[src/hw/rtl/assert_macros.svh]
// assertion macros for the rtl, included by mrg32k3a_step_top.sv
// each macro expects clk and rst_n in scope; compiled out under SYNTHESIS
`ifndef ASSERT_MACROS_SVH
`define ASSERT_MACROS_SVH

`ifndef SYNTHESIS
`define ASSERT_IMP(lbl, ant, con) \
  lbl: assert property (@(posedge clk) disable iff (!rst_n) (ant) |-> (con)) \
    else $error("assertion failed");
`define ASSERT_NXT(lbl, ant, con) \
  lbl: assert property (@(posedge clk) disable iff (!rst_n) (ant) |=> (con)) \
    else $error("assertion failed");
`else
`define ASSERT_IMP(lbl, ant, con)
`define ASSERT_NXT(lbl, ant, con)
`endif

`endif

[src/hw/rtl/mrg_pkg.sv]
// constants and types for the mrg32k3a step pipeline
// no dependencies
`timescale 1ns / 1ps
`default_nettype none

package mrg_pkg;

  localparam int NSTG    = 7;
  localparam int WORD_W  = 32;
  localparam int MUL_W   = 21;
  localparam int FOLD_W  = 15;
  localparam int PROD_W  = WORD_W + MUL_W;
  localparam int FOLD1_W = MUL_W + FOLD_W + 1;
  localparam int FOLD2_W = WORD_W + 1;

  localparam logic [WORD_W-1:0] MOD1 = 32'd4294967087;
  localparam logic [WORD_W-1:0] MOD2 = 32'd4294944443;

  typedef struct packed {
    logic [WORD_W-1:0] modulus;
    logic [FOLD_W-1:0] fold;
    logic [MUL_W-1:0]  mul_pos;
    logic [MUL_W-1:0]  mul_neg;
  } mrg_coef_t;

  // fold is 2^32 mod modulus
  localparam mrg_coef_t COEF1 = '{modulus: MOD1, fold: 15'd209,
                                  mul_pos: 21'd1403580, mul_neg: 21'd810728};
  localparam mrg_coef_t COEF2 = '{modulus: MOD2, fold: 15'd22853,
                                  mul_pos: 21'd527612, mul_neg: 21'd1370589};

  typedef struct packed {
    logic [NSTG:1] load;
    logic [NSTG:1] valid;
  } mrg_ctl_t;

endpackage

`default_nettype wire

[src/hw/rtl/mrg_ctl.sv]
// valid and per-stage load control for the step pipeline
// depends on mrg_pkg
`timescale 1ns / 1ps
`default_nettype none

module mrg_ctl (
  input  wire logic           clk,
  input  wire logic           rst_n,
  input  wire logic           in_tvalid,
  input  wire logic           out_tready,
  output mrg_pkg::mrg_ctl_t   ctl
);

  logic [mrg_pkg::NSTG:1] valid_r;
  logic [mrg_pkg::NSTG:1] valid_nxt;
  logic [mrg_pkg::NSTG:1] ready;

  // a stage loads when empty or when the stage after it moves
  always_comb begin
    ready[mrg_pkg::NSTG] = !valid_r[mrg_pkg::NSTG] || out_tready;
    for (int k = mrg_pkg::NSTG - 1; k >= 1; k--) begin
      ready[k] = !valid_r[k] || ready[k+1];
    end
  end

  always_comb begin
    valid_nxt[1] = ready[1] ? in_tvalid : valid_r[1];
    for (int k = 2; k <= mrg_pkg::NSTG; k++) begin
      valid_nxt[k] = ready[k] ? valid_r[k-1] : valid_r[k];
    end
  end

  always_ff @(posedge clk) begin
    if (!rst_n) begin
      valid_r <= '0;
    end else begin
      valid_r <= valid_nxt;
    end
  end

  assign ctl = '{load: ready, valid: valid_r};

endmodule

`default_nettype wire

[config.mk]
export PLATFORM = sky130hd
export DESIGN_NAME = mrg_ctl
export DESIGN_NICKNAME = d
export VERILOG_FILES = /design/src/hw/rtl/assert_macros.svh /design/src/hw/rtl/mrg_pkg.sv /design/src/hw/rtl/mrg_ctl.sv
export SDC_FILE = /design/constraint.sdc
export NUM_CORES = 1
export LEC_CHECK = 0
export ABC_CLOCK_PERIOD_IN_PS = 800
export BUFFER_PORTS_ARGS = -buffer_cell sky130_fd_sc_hd__buf_4
export CAP_MARGIN = 10
export CORE_AREA = 2 2 39 41
export DETAILED_ROUTE_END_ITERATION = 10
export DIE_AREA = 0 0 41 43
export PLACE_DENSITY = 0.56
export REMOVE_ABC_BUFFERS = 1
export SLEW_MARGIN = 30
export SYNTH_ARGS = -nofsm -noshare
export SYNTH_HDL_FRONTEND = slang
export SYNTH_SLANG_ARGS = --single-unit
[constraint.sdc]
create_clock -name clk -period 0.8 [get_ports clk]
set_input_delay 0.04 -clock clk [delete_from_list [all_inputs] [get_ports clk]]
set_output_delay 0.04 -clock clk [all_outputs]
set_load 0.02 [all_outputs]
# Word-level counts from Yosys, hierarchy flattened
# Index checks and enable logic that the tools add are counted.
# word_totals
elab_cells	21
memories	0
ram_bits	0
in_bits	4
romBits	0
latch_bits	0
reg_bits	7
output_inout_bits	14
# classes
reduce_logical	14
bitwise_logic	0
n_div	0
n_shift	0
add_sub_neg	0
multipliers	0
muxes	0
eq_ne	0
n_lt_le_gt_ge	0
# op_table
operator	n
$logic_not A1 Y1	7
$logic_or A1 B1 Y1	7

# Logic depth before layout (Yosys ltp)
# Gate-level depths: netlist of the first run.
# logic_depth
ltp_word	8
depth_mapped	3
depth_no_buf	3

# Least setup slack after synthesis of the first run
# OpenSTA, ideal clock, no wires.
# synth_timing
path_type	reg2reg
startpoint	reg valid_r[6] in the netlist's numbering
endpoint	reg valid_r[4] in the netlist's numbering
required_ns	0.734
arrival_ns	1.163
setup_slack_ns	-0.428
path_buffers	0
path_stages_with_launch	4
cell_sequence	dfxtp_1 nand4b_4 or2_4 a21boi_2
# synth_lines
element	line_no	source
start, declared	mrg_ctl.sv:14	logic [mrg_pkg::NSTG:1] valid_r;
start signal, assigned	mrg_ctl.sv:37	valid_r <= valid_nxt;

==> qor.yml, run 1 <==
run_status:
  status: "finished with violations"
  violations: "negative setup slack"
timing:
  relSlewSlack_pct: 87.5
  slew_violations: 0
  finalCritPeriodShare_pct: 150
  layout_setup_ws_ps: -400
  rsz0062_at_grt: "yes"
  setup_violations: 21
  timing.hold.ws_ps: 57.3
  hold_viol_final: 0
  tightestPinTransition_ps: 186
  fin_crit_ps: 1200
  finalClockSkew_ps: 2.78
  fmax_mhz: 833
drt:
  drt-total-wl_um: 827
  wl_per_cell_um: 10.2
  drt_iter0_drc: 2
  drc_errors: 0
  drt-pass1-iter-count: 2
  via_per_inst: 4.25
  antenna_left: 0
  dr_total_vias: 344
hold_path:
  hp-class: "in -> reg"
  hp-start: "rst_n"
  worstHoldPathCells: 2
  hold-path-endpoint: "valid_r[3]"
global_route:
  grt_pass1_vias: 329
  grt_overflow_total: 0
  grt_max_degree: 9
  grtUsageTotal_pct: 11.8
  grt_pass1_wl_um: 1300
  antenna_found_initial: 0
cells_and_area:
  reg_top3: "valid_r (7)"
  final_cell_area_um2: 657
  antennaDiodeCount: 0
  syn_to_final_growth_pct: 127
  final_cells: 81
  largest_register_ffs: 7
  drive_gt1_share_pct: 70.8
  finalNetCount: 70
  top_register: "valid_r"
worst_setup_path:
  required_ps: 760
  criticalPathCategory: "reg -> out"
  reg2reg_slack_ps: -250
  start_kind: "flop"
  worst-path-max-fanout: 5
  ff2ff_path_depth: 4
  cp.arrival_ps: 1160
  cp-end-kind: "primary output"
  reg2reg_from: "valid_r[6]"
  reg2reg_to: "valid_r[4]"
synth:
  yosysSeqAreaShare_pct: 48.5
  synth_cell_types: 13
  synthesis.area_um2: 289
  synth_cells: 31
  ys_warn_count: 0
  ys_ff_latch: 7
  yosys-top-cells-area: "dfxtp_1 48%, nand4b_4 8.2%, nand2_1 7.8%"
  synth_area_per_cell_um2: 9.32
  synth_top_area_cell: "dfxtp_1"
  synth_top_area_share_pct: 48.5
place:
  port_buffers: 17
  dp_cells: 72
  postPlaceCellArea_um2: 497
  place_congestion: 0.700
  place.detailed.hpwl_um: 557
cts:
  cts.sinks: 7
  max-clock-path-buffers: 2
  root_buffer: "clkbuf_4"
  clk_pin_slew_worst_paths_ps: 50
  cts_tree: "done"
  insertion_delay_ps: 250
  cts-buffers-inserted: 3
  cts_max_level: 1
floorplanning:
  die_w_um: 41
  fp.coreArea_um2: 1380
  initial_core_util_pct: 20.9
  die_h_um: 43
  die_area_um2: 1760
  row_count: 14
  io_pins: 18
power:
  powerDensity_nw_per_um2: 1160
  finalPower_uw: 763
  p_leak_nw: 0.315
  max-vdd-ir-drop_v: 0.000601
run:
  drv_cap: 0
-- cell families (layout without fill, tap and decap cells) --
group                  after synthesis  in the layout  share of synthesized area [%]
buffers and inverters                5             39                           6.49
DFF                                  7              7                           48.5
AOI/OAI and AO/OA                    7              7                           18.6
and+or+nand+nor                     12             12                           26.4
-- cells in the mapped netlist --
library cell and instances:
inv_1 5, a21oi_1 1, nor3_1 1, nand2_1 6, o21a_1 3, dfxtp_1 7
or2_4 1, nor2_1 1, nand4b_4 1, o31ai_1 1, a21boi_2 1, a21boi_0 1
nor2b_1 2
-- cells in the final DEF (no fill, tap or decap) --
| cell | instances |
|---|---|
| nor2b_1 | 1 |
| a21boi_2 | 1 |
| o21a_1 | 3 |
| nand4b_4 | 1 |
| dfxtp_4 | 1 |
| clkbuf_4 | 3 |
| clkbuf_1 | 1 |
| nor2_2 | 1 |
| buf_6 | 17 |
| nor2b_2 | 1 |
| dlygate4sd3_1 | 1 |
| or2_4 | 1 |
| nand2_1 | 5 |
| a21oi_1 | 1 |
| o31ai_1 | 1 |
| inv_1 | 5 |
| dfxtp_2 | 6 |
| a21boi_1 | 1 |
| buf_4 | 12 |
| nand2_2 | 1 |
| nor3_4 | 1 |
-- through the flow --
| stage | utilization (%) | TNS, ps | setup WS [ps] |
|---|---|---|---|
| detailed placement | 35.9 | -2100 | -263 |
| global placement | 35.9 | -1920 | -230 |
| global route | 47.5 | -4870 | -456 |
| finish | 47.5 | -3900 | -400 |
| CTS | 45.4 | -4000 | -425 |
| floorplan | - | -3390 | -428 |
-- power by group --
part           internal [mW]  switching [mW]
sequential             0.356         0.00671
clock                  0.190           0.126
combinational         0.0519          0.0329
-- worst max-delay path by stage --
stage	start	slack (ps)	depth (start not counted)	endpoint
5_1_grt	valid_r[6]	-460	4	ctl[8]
4_1_cts	valid_r[5]	-430	3	ctl[10]
3_5_place_dp	valid_r[6]	-260	4	ctl[7]
3_3_place_gp	valid_r[6]	-230	4	ctl[7]
2_1_floorplan	valid_r[6]	-430	3	valid_r[4]
6_report	valid_r[6]	-400	4	ctl[8]
-- critical path, stage by stage (launching register included) --
cell,delay [ps]
dfxtp_2,350
nand4b_4,160
nor2_2,180
nand2_1,70
buf_4,150
-- area by class of cell --
class / count / area [µm²]
fillers: 135 / 727
multi-input cells: 19 / 149
clock buffers: 4 / 26.3
well taps: 16 / 20.0
inverters: 5 / 18.8
flip-flops and latches: 7 / 151
repair buffers: 30 / 292
-- layer usage --
layer / routed length (µm) / GRT usage [%] / up-vias
met5: 0 / 0 / -
met4: 13 / 12.0 / 0
met3: 54 / 4.71 / 2
met2: 422 / 17.5 / 11
met1: 336 / 11.0 / 162
li1: - / - / 169
-- timing repair --
item / in CTS / in global routing
endpoints found under the setup margin: 21 / 21
buffers inserted: 3 / 3
pin swaps: 5 / 3
hold buffers: 1 / 0
cloned: 0 / 0
resized for setup: 27 / 5
hold endpoints to repair: 1 / 0
(Power assumes the default switching activity.)
==> run 2, diff against run 1 <==
--- a/config.mk
+++ b/config.mk
@@ -5,13 +5,13 @@
 export SDC_FILE = /design/constraint.sdc
 export NUM_CORES = 1
 export LEC_CHECK = 0
-export ABC_CLOCK_PERIOD_IN_PS = 800
-export BUFFER_PORTS_ARGS = -buffer_cell sky130_fd_sc_hd__buf_4
+export ABC_CLOCK_PERIOD_IN_PS = 1310
+export BUFFER_PORTS_ARGS = -buffer_cell sky130_fd_sc_hd__buf_2
 export CAP_MARGIN = 10
 export CORE_AREA = 2 2 39 41
 export DETAILED_ROUTE_END_ITERATION = 10
 export DIE_AREA = 0 0 41 43
-export PLACE_DENSITY = 0.56
+export PLACE_DENSITY = 0.54
 export REMOVE_ABC_BUFFERS = 1
 export SLEW_MARGIN = 30
 export SYNTH_ARGS = -nofsm -noshare
==> constraint.sdc (replaced) <==
create_clock -name clk -period 1.31 [get_ports clk]
set_input_delay 0.0655 -clock clk [delete_from_list [all_inputs] [get_ports clk]]
set_output_delay 0.0655 -clock clk [all_outputs]
set_load 0.02 [all_outputs]
==> qor.yml, run 2 (synthesized netlist as in run 1, its figures left out) <==
cells_and_area:
  largest_register_ffs: 7  # unchanged
  drive_gt1_share_pct: 58.2  # was 70.8%
  top_register: "valid_r"  # unchanged
  multi_input_area_um2: 143  # was 149 µm²
  final_cell_area_um2: 469  # was 657 µm²
  antennaDiodeCount: 0  # unchanged
  finalNetCount: 60  # was 70
  syn_to_final_growth_pct: 62.3  # was 127%
  mostFrequentLayoutCells: "16 x buf_2, 6 x nand2_1, 5 x inv_1"  # was 17 x buf_6, 12 x buf_4, 6 x dfxtp_2, 5 x inv_1, 5 x nand2_1
  fillCellCount: 148  # was 135
  final_common_cell: "buf_2"  # was buf_6
  final_cells: 71  # was 81
  reg_top3: "valid_r (7)"  # unchanged
  post-route-util_pct: 33.9  # was 47.5%
  regArea_um2: 148  # was 151 µm²
hold_path:
  hp-class: "in -> reg"  # unchanged
power:
  max-vdd-ir-drop_v: 0.000342  # was 0.000601 V
  pwr-share-clk_pct: 44.4  # was 41.4%
  p_seq_share_pct: 49.5  # was 47.5%
  p_leak_nw: 0.217  # was 0.315 nW
  powerDensity_nw_per_um2: 951  # was 1160 nW/µm²
  p_int_uw: 345  # was 598 µW
  p_sw_uw: 101  # was 166 µW
  combPwrFrac_pct: 6.1  # was 11.1%
  switching_share_pct: 22.6  # was 21.7%
worst_setup_path:
  reg2reg_slack_ps: 190  # was -250 ps
  path_buf_inv: 1  # unchanged
  reg2reg_from: "valid_r[7]"  # was valid_r[6]
  path_delay_family: "simple AND/OR/NAND/NOR gates"  # unchanged
  cp-end-kind: "primary output"  # unchanged
  ff2ff_path_depth: 4  # unchanged
  cp_slowest_stage_delay_ps: 350  # about the same
  crit_start: "valid_r[7]"  # was valid_r[6]
  crit_chain: "nand4b_4, or2_4, buf_6"  # was nand4b_4, nor2_2, nand2_1, buf_4
  criticalPathCategory: "reg -> out"  # unchanged
  start_kind: "flop"  # unchanged
  cp-endpoint: "ctl[10]"  # was ctl[8]
  reg2reg_to: "valid_r[4]"  # unchanged
  critical_path.slowest_cell: "dfxtp_2"  # unchanged
  cp.arrival_ps: 1190  # was 1160 ps
  worst-path-max-fanout: 6  # was 5
  worst-path-stages: 3  # was 4
  required_ps: 1240  # was 760 ps
floorplanning:
  fp.coreArea_um2: 1380  # unchanged
  io_pins: 18  # unchanged
  die_area_um2: 1760  # unchanged
  die_h_um: 43  # unchanged
  die_w_um: 41  # unchanged
  initial_core_util_pct: 20.9  # unchanged
  row_count: 14  # unchanged
place:
  postPlaceCellArea_um2: 394  # was 497 µm²
  port_buffers: 17  # unchanged
  place_congestion: 0.641  # was 0.700
  place.detailed.hpwl_um: 504  # was 557 µm
  dp_cells: 64  # was 72
drt:
  wl_per_cell_um: 10.0  # was 10.2 µm
  dr_total_vias: 298  # was 344
  drt-pass1-iter-count: 1  # was 2
  drt-total-wl_um: 712  # was 827 µm
  via_per_inst: 4.20  # was 4.25
  drt_iter0_drc: 0  # was 2
  drc_errors: 0  # unchanged
  antenna_left: 0  # unchanged
global_route:
  grt_overflow_total: 0  # unchanged
  grtUsageTotal_pct: 8.94  # was 11.8%
  grt_max_degree: 9  # unchanged
  antenna_found_initial: 0  # unchanged
  grt_pass1_wl_um: 986  # was 1300 µm
  grt_pass1_vias: 248  # was 329
timing:
  slew_violations: 0  # unchanged
  relSlewSlack_pct: 83.0  # was 87.5%
  tightestPinTransition_ps: 255  # was 186 ps
  hold_viol_final: 0  # unchanged
  fmax_mhz: 796
  setup_violations: 0  # was 21
  finalCritPeriodShare_pct: 95.9
  finalClockSkew_ps: 6.87  # was 2.78 ps
  fin_crit_ps: 1260
run:
  drv_cap: 0  # unchanged
cts:
  root_buffer: "clkbuf_4"  # unchanged
  max-clock-path-buffers: 2  # unchanged
  cts-buffers-inserted: 3  # unchanged
  clk_pin_slew_worst_paths_ps: 60  # was 50 ps
  cts_max_level: 1  # unchanged
  cts_tree: "done"  # unchanged
  cts.sinks: 7  # unchanged
  insertion_delay_ps: 250  # about the same
run_status:
  status: "complete, no violations"  # was finished with violations
-- run 2: layer usage --
layer	up-vias	share of wire (%)	GRT usage, %
met2	14	51	13.8
li1	147	-	-
met4	0	0	6.00
met3	0	11	6.28
met5	-	0	0
met1	137	38	7.72
-- run 2: worst min path at each step --
stage	startpoint	end	slack, ps	cells after the start
3_3_place_gp	in_tvalid	valid_r[1]	280	2
4_1_cts	in_tvalid	valid_r[1]	7	2
6_report	in_tvalid	valid_r[1]	20	2
2_1_floorplan	rst_n	valid_r[2]	180	2
5_1_grt	in_tvalid	valid_r[1]	20	2
3_5_place_dp	in_tvalid	valid_r[1]	280	2
-- run 2: worst register-to-register path: cells and delay by family, from the launching register on --
kind            cells  cell delay [ps]
buf+inv             1              130
flops               1              350
simple gates        2              450
compound gates      1              110
-- run 2: power groups by stage --
stage               sequential, mW  combinational (mW)  clock, mW
floorplan                    0.232             0.00793          0
global placement             0.227              0.0269          0
detailed placement           0.227              0.0268          0
CTS                          0.223              0.0269      0.214
global route                 0.221              0.0294      0.221
finish                       0.221              0.0270      0.198
-- run 2: repair_timing --
| item | 4_1_cts | 5_1_grt |
|---|---|---|
| resized for setup | 3 | 7 |
| hold buffers | 0 | 0 |
| pin swaps | 1 | 2 |
| cloned | 0 | 0 |
| setup endpoints to repair | 4 | 5 |
| setup buffers | 0 | 3 |
-- run 2: area by class of cell --
cell class	count	share of cell area, %
timing repair buffer	20	24.3
clock buffer	4	5.60
sequential	7	31.5
multi-input combinational	19	30.4
inverter	5	4.00
tap	16	4.27
-- run 2: stage by stage --
| step | setup slack [ps] | total power, mW | hold WS [ps] | setup TNS, ps |
|---|---|---|---|---|
| after detailed placement | 188 | 0.254 | 278 | 0 |
| after global placement | 222 | 0.254 | 278 | 0 |
| after floorplan | 81.7 | 0.240 | 178 | 0 |
| final | 53.6 | 0.446 | 24.5 | 0 |
| after global routing | -0.795 | 0.472 | 21.3 | -0.795 |
| after CTS | 5.44 | 0.464 | 7.20 | 0 |
==> run 3, diff against run 2 <==
--- a/config.mk
+++ b/config.mk
@@ -5,7 +5,7 @@
 export SDC_FILE = /design/constraint.sdc
 export NUM_CORES = 1
 export LEC_CHECK = 0
-export ABC_CLOCK_PERIOD_IN_PS = 1310
+export ABC_CLOCK_PERIOD_IN_PS = 1470
 export BUFFER_PORTS_ARGS = -buffer_cell sky130_fd_sc_hd__buf_2
 export CAP_MARGIN = 10
 export CORE_AREA = 2 2 39 41
==> constraint.sdc (replaced) <==
create_clock -name clk -period 1.47 [get_ports clk]
set_input_delay 0.0735 -clock clk [delete_from_list [all_inputs] [get_ports clk]]
set_output_delay 0.0735 -clock clk [all_outputs]
set_load 0.02 [all_outputs]
==> qor.yml, run 3 (synthesized netlist as in run 1, its figures left out) <==
power:
  p_leak_nw: 0.198  # was 0.217 nW
  powerDensity_nw_per_um2: 937  # was 951 nW/µm²
  max-vdd-ir-drop_v: 0.000305  # was 0.000342 V
drt:
  drt-pass1-iter-count: 2  # was 1
  dr_total_vias: 286  # was 298
  via_per_inst: 4.21  # was 4.20
  wl_per_cell_um: 9.54  # was 10.0 µm
  drt-total-wl_um: 649  # was 712 µm
  drt_iter0_drc: 1  # was 0
  drc_errors: 0  # unchanged
  antenna_left: 0  # unchanged
cts:
  cts_max_level: 1  # unchanged
  hold_buffers: 0  # unchanged
  cts.sinks: 7  # unchanged
  clk_pin_slew_worst_paths_ps: 50  # was 60 ps
  root_buffer: "clkbuf_4"  # unchanged
  cts-buffers-inserted: 3  # unchanged
  cts_tree: "done"  # unchanged
  cts_resized: 0  # was 3
  postCtsSetupBuffers: 0  # unchanged
  max-clock-path-buffers: 2  # unchanged
  insertion_delay_ps: 250  # about the same
floorplanning:
  die_w_um: 41  # unchanged
  row_count: 14  # unchanged
  io_pins: 18  # unchanged
  initial_core_util_pct: 20.9  # unchanged
  die_h_um: 43  # unchanged
  fp.coreArea_um2: 1380  # unchanged
  die_area_um2: 1760  # unchanged
timing:
  relSlewSlack_pct: 83.2  # was 83.0%
  rsz0062_at_grt: "no"
  finalCritPeriodShare_pct: 90.9
  setup_violations: 0  # unchanged
  fin_tns_setup_ps: 0  # unchanged
  layout_setup_ws_ps: 134  # was 53.6 ps
  slew_violations: 0  # unchanged
  fin_crit_ps: 1340
  timing.hold.ws_ps: 31.1  # was 24.5 ps
  fmax_mhz: 749
  tightestPinTransition_ps: 251  # was 255 ps
  finalClockSkew_ps: 5.37  # was 6.87 ps
  hold_viol_final: 0  # unchanged
cells_and_area:
  final_common_cell: "buf_2"  # unchanged
  post-route-util_pct: 30.7  # was 33.9%
  reg_top3: "valid_r (7)"  # unchanged
  syn_to_final_growth_pct: 46.8  # was 62.3%
  drive_gt1_share_pct: 48.1  # was 58.2%
  final_cell_area_um2: 424  # was 469 µm²
  finalNetCount: 57  # was 60
  largest_register_ffs: 7  # unchanged
  antennaDiodeCount: 0  # unchanged
  top_register: "valid_r"  # unchanged
  mostFrequentLayoutCells: "17 x buf_2, 6 x nand2_1, 6 x dfxtp_1, 5 x inv_1"  # was 16 x buf_2, 6 x nand2_1, 5 x inv_1
  fillCellCount: 151  # was 148
run_status:
  status: "complete, no violations"  # unchanged
worst_setup_path:
  cp_slowest_stage_delay_ps: 380  # was 350 ps
  reg2reg_to: "valid_r[1]"  # was valid_r[4]
  reg2reg_from: "valid_r[6]"  # was valid_r[7]
  path_delay_family: "simple AND/OR/NAND/NOR gates"  # unchanged
  criticalPathCategory: "reg -> out"  # unchanged
  worst-path-max-fanout: 6  # unchanged
  path_buf_inv: 2  # was 1
  reg2reg_slack_ps: 490  # was 190 ps
  required_ps: 1400  # was 1240 ps
  start_kind: "flop"  # unchanged
  cp-end-kind: "primary output"  # unchanged
  critical_path.slowest_cell: "dfxtp_2"  # unchanged
  ff2ff_path_depth: 3  # was 4
  crit_chain: "nand4b_4, nor3_1, inv_1, buf_2"  # was nand4b_4, or2_4, buf_6
  cp.arrival_ps: 1260  # was 1190 ps
global_route:
  grt_max_degree: 9  # unchanged
  grt_pass1_wl_um: 959  # was 986 µm
  grtUsageTotal_pct: 8.73  # was 8.94%
  grt_overflow_total: 0  # unchanged
  grt_pass1_vias: 238  # was 248
  antenna_found_initial: 0  # unchanged
hold_path:
  hp-class: "in -> reg"  # unchanged
  hp-start: "in_tvalid"  # unchanged
  worstHoldPathCells: 2  # unchanged
  hold-path-endpoint: "valid_r[1]"  # unchanged
place:
  postPlaceCellArea_um2: 394  # unchanged
  place.detailed.hpwl_um: 504  # unchanged
  port_buffers: 17  # unchanged
  place_ws_ps: 340  # was 188 ps
  place_congestion: 0.641  # unchanged
run:
  drv_cap: 0  # unchanged
run 3: where the power goes:
group / internal, mW / total [mW] / leakage, nW / switching [mW]
clock: 0.104 / 0.175 / 0.0150 / 0.0717
combinational: 0.0110 / 0.0236 / 0.126 / 0.0127
sequential: 0.194 / 0.199 / 0.0575 / 0.00408
run 3: area by class of cell:
type	count	area (µm²)	share of cell area, %
Multi-Input combinational cell	19	133	31.3
Timing Repair Buffer	17	85.1	20.1
Clock buffer	4	26.3	6.19
Tap cell	16	20.0	4.72
Inverter	5	18.8	4.42
Sequential cell	7	141	33.3
run 3: through the flow:
stage	power (mW)	std cells
floorplan	0.214	31
global placement	0.226	64
detailed placement	0.226	64
CTS	0.413	68
global route	0.423	68
finish	0.397	68
run 3: worst max-delay path by stage:
stage | endpoint | depth (start not counted) | start
after floorplan | valid_r[4] | 3 | valid_r[6]
after global placement | ctl[7] | 4 | valid_r[6]
after detailed placement | ctl[7] | 4 | valid_r[6]
after CTS | ctl[7] | 4 | valid_r[6]
after global routing | ctl[7] | 4 | valid_r[5]
final | ctl[7] | 4 | valid_r[6]
run 3: per-layer routing:
layer,routed length (µm),vias to the layer above,GRT usage [%],share of wire (%)
met4,0,0,6.00,0
li1,-,143,-,-
met1,251,129,7.72,39
met3,74,0,6.28,11
met5,0,-,0,0
met2,324,14,13.1,50
run 3: worst reg2reg max path, delay by kind of cell (launching register included):
kind | cells | cell delay (ps)
AND/OR/NAND/NOR | 2 | 420
flip-flops | 1 | 380
AO/OA/AOI/OAI | 1 | 130
